## src/rtl/core/assert_macros.svh

```systemverilog
// Assertion macros, included by the cipher top level.
`ifndef ASSERT_MACROS_SVH
`define ASSERT_MACROS_SVH
`ifndef NO_ASSERTIONS
// Property must hold at every clock edge out of reset.
`define ASSERT_PROP(lbl, clk, rst, prop) \
   lbl: assert property (@(posedge clk) disable iff (rst) (prop)) \
      else $error("assertion failed");
// Expression must never be true out of reset.
`define ASSERT_NEVER(lbl, clk, rst, expr) \
   lbl: assert property (@(posedge clk) disable iff (rst) !(expr)) \
      else $error("forbidden condition seen");
`else
`define ASSERT_PROP(lbl, clk, rst, prop)
`define ASSERT_NEVER(lbl, clk, rst, expr)
`endif
`endif

```

## src/rtl/core/aescbc_ram.sv

```systemverilog
// Generic single-write, single-read RAM with registered read data.
module aescbc_ram #(
   parameter int WIDTH = 32,
   parameter int DEPTH = 16
) (
   input  logic                     clock,
   input  logic                     we,
   input  logic [$clog2(DEPTH)-1:0] waddr,
   input  logic [WIDTH-1:0]         wdata,
   input  logic [$clog2(DEPTH)-1:0] raddr,
   output logic [WIDTH-1:0]         rdata
);
   logic [WIDTH-1:0] mem [DEPTH];

   always_ff @(posedge clock) begin
      if (we) begin
         mem[waddr] <= wdata;
      end
      rdata <= mem[raddr];
   end
endmodule

```

## config.mk

```make
export PLATFORM = sky130hd
export DESIGN_NAME = aescbc_ram
export DESIGN_NICKNAME = d
export VERILOG_FILES = /design/src/rtl/core/assert_macros.svh /design/src/rtl/core/aescbc_ram.sv
export SDC_FILE = /design/constraint.sdc
export NUM_CORES = 1
export LEC_CHECK = 0
export BUFFER_PORTS_ARGS = -buffer_cell sky130_fd_sc_hd__buf_2
export CORE_ASPECT_RATIO = 1.5
export CORE_MARGIN = 3
export CORE_UTILIZATION = 55
export CTS_CLUSTER_SIZE = 40
export DETAILED_ROUTE_END_ITERATION = 8
export PLACE_DENSITY_LB_ADDON = 0.15
export SLEW_MARGIN = 20
export SYNTH_ARGS = -nofsm -noshare
export SYNTH_HDL_FRONTEND = slang
export SYNTH_SLANG_ARGS = --single-unit
```

## constraint.sdc

```tcl
create_clock -name clock -period 5.6 [get_ports clock]
set_input_delay 0.56 -clock clock [delete_from_list [all_inputs] [get_ports clock]]
set_output_delay 0.56 -clock clock [all_outputs]
set_load 0.05 [all_outputs]
```

==> results of run 1 <==
cell usage after synthesis, drive strengths merged:
cell,n
edfxtp,512
nor2b,2
mux4,128
a22oi,64
nor3,4
nor2,13
or3b,1
nand3b,2
dfxtp,32
nand2,33
buf,26
nand3,1
nand2b,2
and2,1
clkbuf,17
state kept, by name, summed over array words and instances, names as in the netlist:
register / cells
mem: 512
rdata: 32
cells by family (layout without fill, tap and decap cells):
| group | Yosys count | count (layout) |
|---|---|---|
| buffers and inverters | 43 | 183 |
| multiplexers | 128 | 128 |
| AO/OA/AOI/OAI | 64 | 64 |
| AND/OR/NAND/NOR | 59 | 59 |
| flip-flops | 544 | 544 |
cell type report:
type                       count  area [sq um]  area share, %
timing repair buffer          96           563           2.51
clock inverter                18           188          0.836
sequential                   544         16000           71.3
tap                          473           592           2.64
clock buffer                  69          1350           6.02
multi-input combinational    251          3750           16.7
layer usage:
layer | GRT usage (%) | vias to the layer above | share of wire, %
met5 | 0 | - | 0
met4 | 5.53 | 0 | 2.2
met3 | 3.88 | 66 | 6.7
met2 | 36.6 | 341 | 51
met1 | 31.7 | 4769 | 40
li1 | - | 3773 | -
power breakdown:
| group | internal (W) | switching, W |
|---|---|---|
| combinational | 0.000161 | 0.000316 |
| clock | 0.00186 | 0.00136 |
| sequential | 0.00455 | 0.0000286 |
| total | 0.00657 | 0.00170 |
cells in the final DEF, fill, tap and decap left out, drive strengths merged:
cell | synthesis | final
clkinvlp | 0 | 1
nor2b | 2 | 2
mux4 | 128 | 128
and2 | 1 | 1
bufinv | 0 | 4
nor2 | 13 | 13
edfxtp | 512 | 512
nand2b | 2 | 2
nand2 | 33 | 33
clkbuf | 17 | 69
nand3 | 1 | 1
buf | 26 | 96
dfxtp | 32 | 32
nor3 | 4 | 4
or3b | 1 | 1
a22oi | 64 | 64
clkinv | 0 | 13
nand3b | 2 | 2
worst min-delay path by stage:
| stage | from | to | slack [ns] |
|---|---|---|---|
| 5_1_grt | wdata[3] | mem[0][3]$_DFFE_PP_ | 0.36 |
| 3_5_place_dp | mem[13][21]$_DFFE_PP_ | rdata[21]$_DFF_P_ | 0.66 |
| 6_report | wdata[30] | mem[2][30]$_DFFE_PP_ | 0.37 |
| 3_3_place_gp | mem[12][19]$_DFFE_PP_ | rdata[19]$_DFF_P_ | 0.65 |
| 4_1_cts | wdata[18] | mem[12][18]$_DFFE_PP_ | 0.35 |
| 2_1_floorplan | mem[14][0]$_DFFE_PP_ | rdata[0]$_DFF_P_ | 0.63 |
per-stage QoR:
stage / cells / util (%) / hold WS (ns) / area [sq um] / setup WS [ns]
2_1_floorplan: 838 / - / 0.635 / 19900 / 1.86
3_3_place_gp: 1364 / 59.2 / 0.647 / 20900 / 2.75
3_5_place_dp: 1364 / 59.2 / 0.661 / 20900 / 2.70
4_1_cts: 1451 / 63.6 / 0.350 / 22500 / 3.29
5_1_grt: 1451 / 63.6 / 0.363 / 22500 / 3.22
6_report: 1451 / 63.6 / 0.367 / 22500 / 3.39
==> run metrics, run 1 <==
CP cell instances=buf_2 > nand3b_1 > nor3_2 > buf_4; Die Wd=161 microns; Fmax achieved=452 MHz; clock latency on the worst-skew pair=0.57 ns; clk_skew=0.0247 ns; Worst path slowest cell=nor3_2; Setup-failing EPs final=0; routed via count=8949; R2R setup slack=4.25 ns; CTS H-tree depth=2; total of max-cap violations=0; Placeable Area=35300 sq um; Final Max Tran Viols=0; worst-margin pin slew=0.974 ns; top post-synthesis cells by area=edfxtp_1, mux4_2, dfxtp_1, a22oi_1, nand2_1; via/cell ratio=6.17; Yosys top cell area share=77.4%; Tcrit/Tclk final=39.5%; Worst slew margin=35.1%; area grow syn2layout=13.1%; status=completed; leading area contributor after synthesis=edfxtp_1; Compound-Gate Fraction of Synth Area=2.42%; Worst Setup SP=waddr[2]; Crit path largest cell delay=0.79 ns; Buf+Inv Stages, Crit Path=2; DRC=0; maximum fanout along the worst path=25; synthesized-area fraction occupied by adder cells=0%; # resized after CTS=0; fillcell total=2411; initial antenna violation count=0; starting DRC count in detailed routing=956; share of cells above drive strength 1=31.9%; RSZ-0062 raised after global routing=no; Post-Route WL=41.5 mm; input/output buffers=73; post-synthesis xor/xnor area fraction=0%; hold-fix buffers at CTS=0; CTS Buf Count=48; global-route wire length before repair=62.0 mm; Pwr Density=368 nW/um^2; hpwl dp=20.0 mm; Critical Path Start Type=input port; Final Critical Period=2.21 ns; CTS Buffer Depth=3; CP Class=in2reg; Overflow after GRT=0; row cnt=84; cell count after synthesis=838; Critical Path AT=2.40 ns; Netlist cell types=18; total global-route track usage=22.2%; mux cell area share after synthesis=14.5%; Root Buffer Master=clkbuf_16; CTS tree=done; Setup TNS=0 ns; Final ANT Viol Nets=0; Placer Congestion=0.711; Initial Util=56.2%; Die Ht=239 microns; clk slew on worst S/H paths=0.06 ns; Worst R2R Path Depth=3; Net Count, Synth=880; post-synthesis sequential area ratio=80.7%; largest net degree at the start of global routing=84; drt pass-1 iters=5; n_diodes=0; Post-CTS Setup Bufs=0; Crit path max-delay family=simple AND/OR/NAND/NOR gates; Crit path required time=5.79 ns; CP endpoint=mem[8][26]$_DFFE_PP_; Yosys reg bits=544; vias in the first global route=9642; nets=983; Synth Area in Simple Gates=1.27%; total chip power=0.00827 W; WHS Path Cells=1; clock sinks=544; Hold WC Path Type=in2reg; final hold violations=0; synthesized area per cell=23.7 sq um; largest family of logic cells by synthesized area=multiplexers; r2r endpoint=rdata[18]$_DFF_P_; reg2reg start=mem[2][18]$_DFFE_PP_; Synthesis Warnings=0; die area=38500 sq um; Cell Area, Synth=19900 sq um; LEAKAGE=7.21 nW; # IOs=74; WL per Instance=28.6 microns; worst vdd rail ir drop=0.291 mV; critical path depth=4; Worst setup EP type=flip-flop
No activity file was read; power rests on OpenSTA's default activity.
==> run 2: changes to the inputs <==
==> constraint.sdc (replaced) <==
create_clock -name clock -period 2.2 [get_ports clock]
set_input_delay 0.22 -clock clock [delete_from_list [all_inputs] [get_ports clock]]
set_output_delay 0.22 -clock clock [all_outputs]
set_load 0.05 [all_outputs]
==> run 2 against run 1 <==
  * Worst setup slack lost 2.7 ns
  * Critical path type is now reg2out
  * Final area grew 1.6%
  * Combinational power grew to 2.7 times the previous value
  * Critical endpoint is now rdata[5]
  * Core utilization grew 1.0 points
==> run metrics, run 2 (synthesis results as in run 1) <==
max FFs per register=512 (unchanged); maximum fanout along the worst path=1 (-96%); clk slew on worst S/H paths=0.06 ns (about the same); Fmax achieved=679 MHz; hold-fix buffers at CTS=0 (unchanged); CP endpoint=rdata[5]; R2R setup slack=0.88 ns (-3.37 ns); worst vdd rail ir drop=0.562 mV (+93%); Die Wd=161 microns (unchanged); CTS H-tree depth=2 (unchanged); n_diodes=0 (unchanged); r2r endpoint=rdata[16]$_DFF_P_; commonest non-fill, non-tap cells in the layout=edfxtp_1, mux4_2, buf_2; CTS Buf Count=48 (unchanged); Buf+Inv Stages, Crit Path=1 (-1); clock latency on the worst-skew pair=0.55 ns (-0.02 ns); row cnt=84 (unchanged); nets=992 (+0.92%); routed via count=9011 (+0.69%); die area=38500 sq um (unchanged); Crit path largest cell delay=0.41 ns (-0.38 ns); RSZ-0062 raised after global routing=no; fin util=64.6% (+1.0 points); Post-CTS Setup Bufs=0 (unchanged); clock sinks=544 (unchanged); largest net degree at the start of global routing=57 (-32%); DRC=0 (unchanged); WL per Instance=28.8 microns (+0.76%); Worst slew margin=63.7% (+29 points); clk_skew=0.0118 ns (-0.0128 ns); CP Class=reg2out; total chip power=0.0208 W (+150%); via/cell ratio=6.17 (about the same); Tcrit/Tclk final=67.0%; most common cell after layout, fill and taps aside=edfxtp_1; hpwl dp=20.9 mm (+4.6%); Worst setup EP type=output port; reg2reg start=mem[10][16]$_DFFE_PP_; total global-route track usage=22.4% (+0.19 points); Root Buffer Master=clkbuf_16; Final ANT Viol Nets=0 (unchanged); Final Critical Period=1.47 ns; initial antenna violation count=2 (+2); Worst Setup SP=rdata[5]$_DFF_P_; Placer Congestion=0.735 (+3.3%); CTS Buffer Depth=3 (unchanged); total of max-cap violations=0 (unchanged); Overflow after GRT=0 (unchanged); Pwr Density=912 nW/um^2 (+150%); vias in the first global route=9734 (+0.95%); Final Max Tran Viols=0 (unchanged); Worst path slowest cell=dfxtp_1; starting DRC count in detailed routing=920 (-3.8%); Setup-failing EPs final=0 (unchanged); Initial Util=56.2% (unchanged); area grow syn2layout=14.9%; Crit path required time=1.98 ns (-3.81 ns); status=completed; Largest regs=mem x512, rdata x32; final hold violations=0 (unchanged); CP cell instances=buf_2; Critical Path Start Type=flip-flop; # IOs=74 (unchanged); LEAKAGE=7.32 nW (+1.6%); critical path depth=1 (-3); global-route wire length before repair=62.1 mm (+0.13%); Critical Path AT=1.25 ns (-1.15 ns); Post-Route WL=42.1 mm (+1.5%); share of cells above drive strength 1=32.7% (+0.79 points); # resized after CTS=0 (unchanged); worst-margin pin slew=0.544 ns (-0.430 ns); Placeable Area=35300 sq um (unchanged); CTS tree=done; Worst R2R Path Depth=3 (unchanged); drt pass-1 iters=5 (unchanged); Hold WC Path Type=in2reg; Crit path max-delay family=flip-flops; Top reg by flops=mem; input/output buffers=73 (unchanged); Die Ht=239 microns (unchanged)
==> run 2: layout make-up <==
class	count	area, sq um
Tap cell	473	592
Clock inverter	19	120
Fill cell	2353	12500
Clock buffer	69	1360
Sequential cell	544	16000
Multi-Input combinational cell	251	3770
Timing Repair Buffer	105	955
==> run 2: worst min path at each step <==
stage	from	endpoint	cells past startpoint
final	wdata[1]	mem[9][1]$_DFFE_PP_	1
after CTS	wdata[4]	mem[7][4]$_DFFE_PP_	1
after detailed placement	wdata[4]	mem[2][4]$_DFFE_PP_	1
after floorplan	wdata[0]	mem[0][0]$_DFFE_PP_	0
after global routing	wdata[1]	mem[9][1]$_DFFE_PP_	1
after global placement	wdata[10]	mem[6][10]$_DFFE_PP_	1
==> run 2: report_power, final <==
group | switching, W | leakage (nW) | internal (W)
logic | 0.000823 | 1.70 | 0.000457
registers | 0.0000711 | 4.89 | 0.0116
clock network | 0.00347 | 0.731 | 0.00442
==> run 2: through the flow <==
stage	setup slack [ns]	setup TNS, ns	area [sq um]	hold slack, ns	instances
after floorplan	-0.348	-34.10	19900	0.319	838
after global placement	0.350	0	21300	0.568	1373
after global routing	0.712	0	22800	0.0266	1461
final	0.726	0	22800	0.0331	1461
after detailed placement	0.347	0	21300	0.600	1373
after CTS	0.691	0	22800	0.00733	1461
==> run 2: per-layer routing <==
layer | share of wire [%] | GRT usage, % | vias up
met5 | 0.052 | 0 | -
met4 | 1.9 | 6.52 | 4
met3 | 6.5 | 3.43 | 65
met2 | 52 | 37.3 | 349
met1 | 40 | 31.5 | 4806
li1 | - | - | 3787
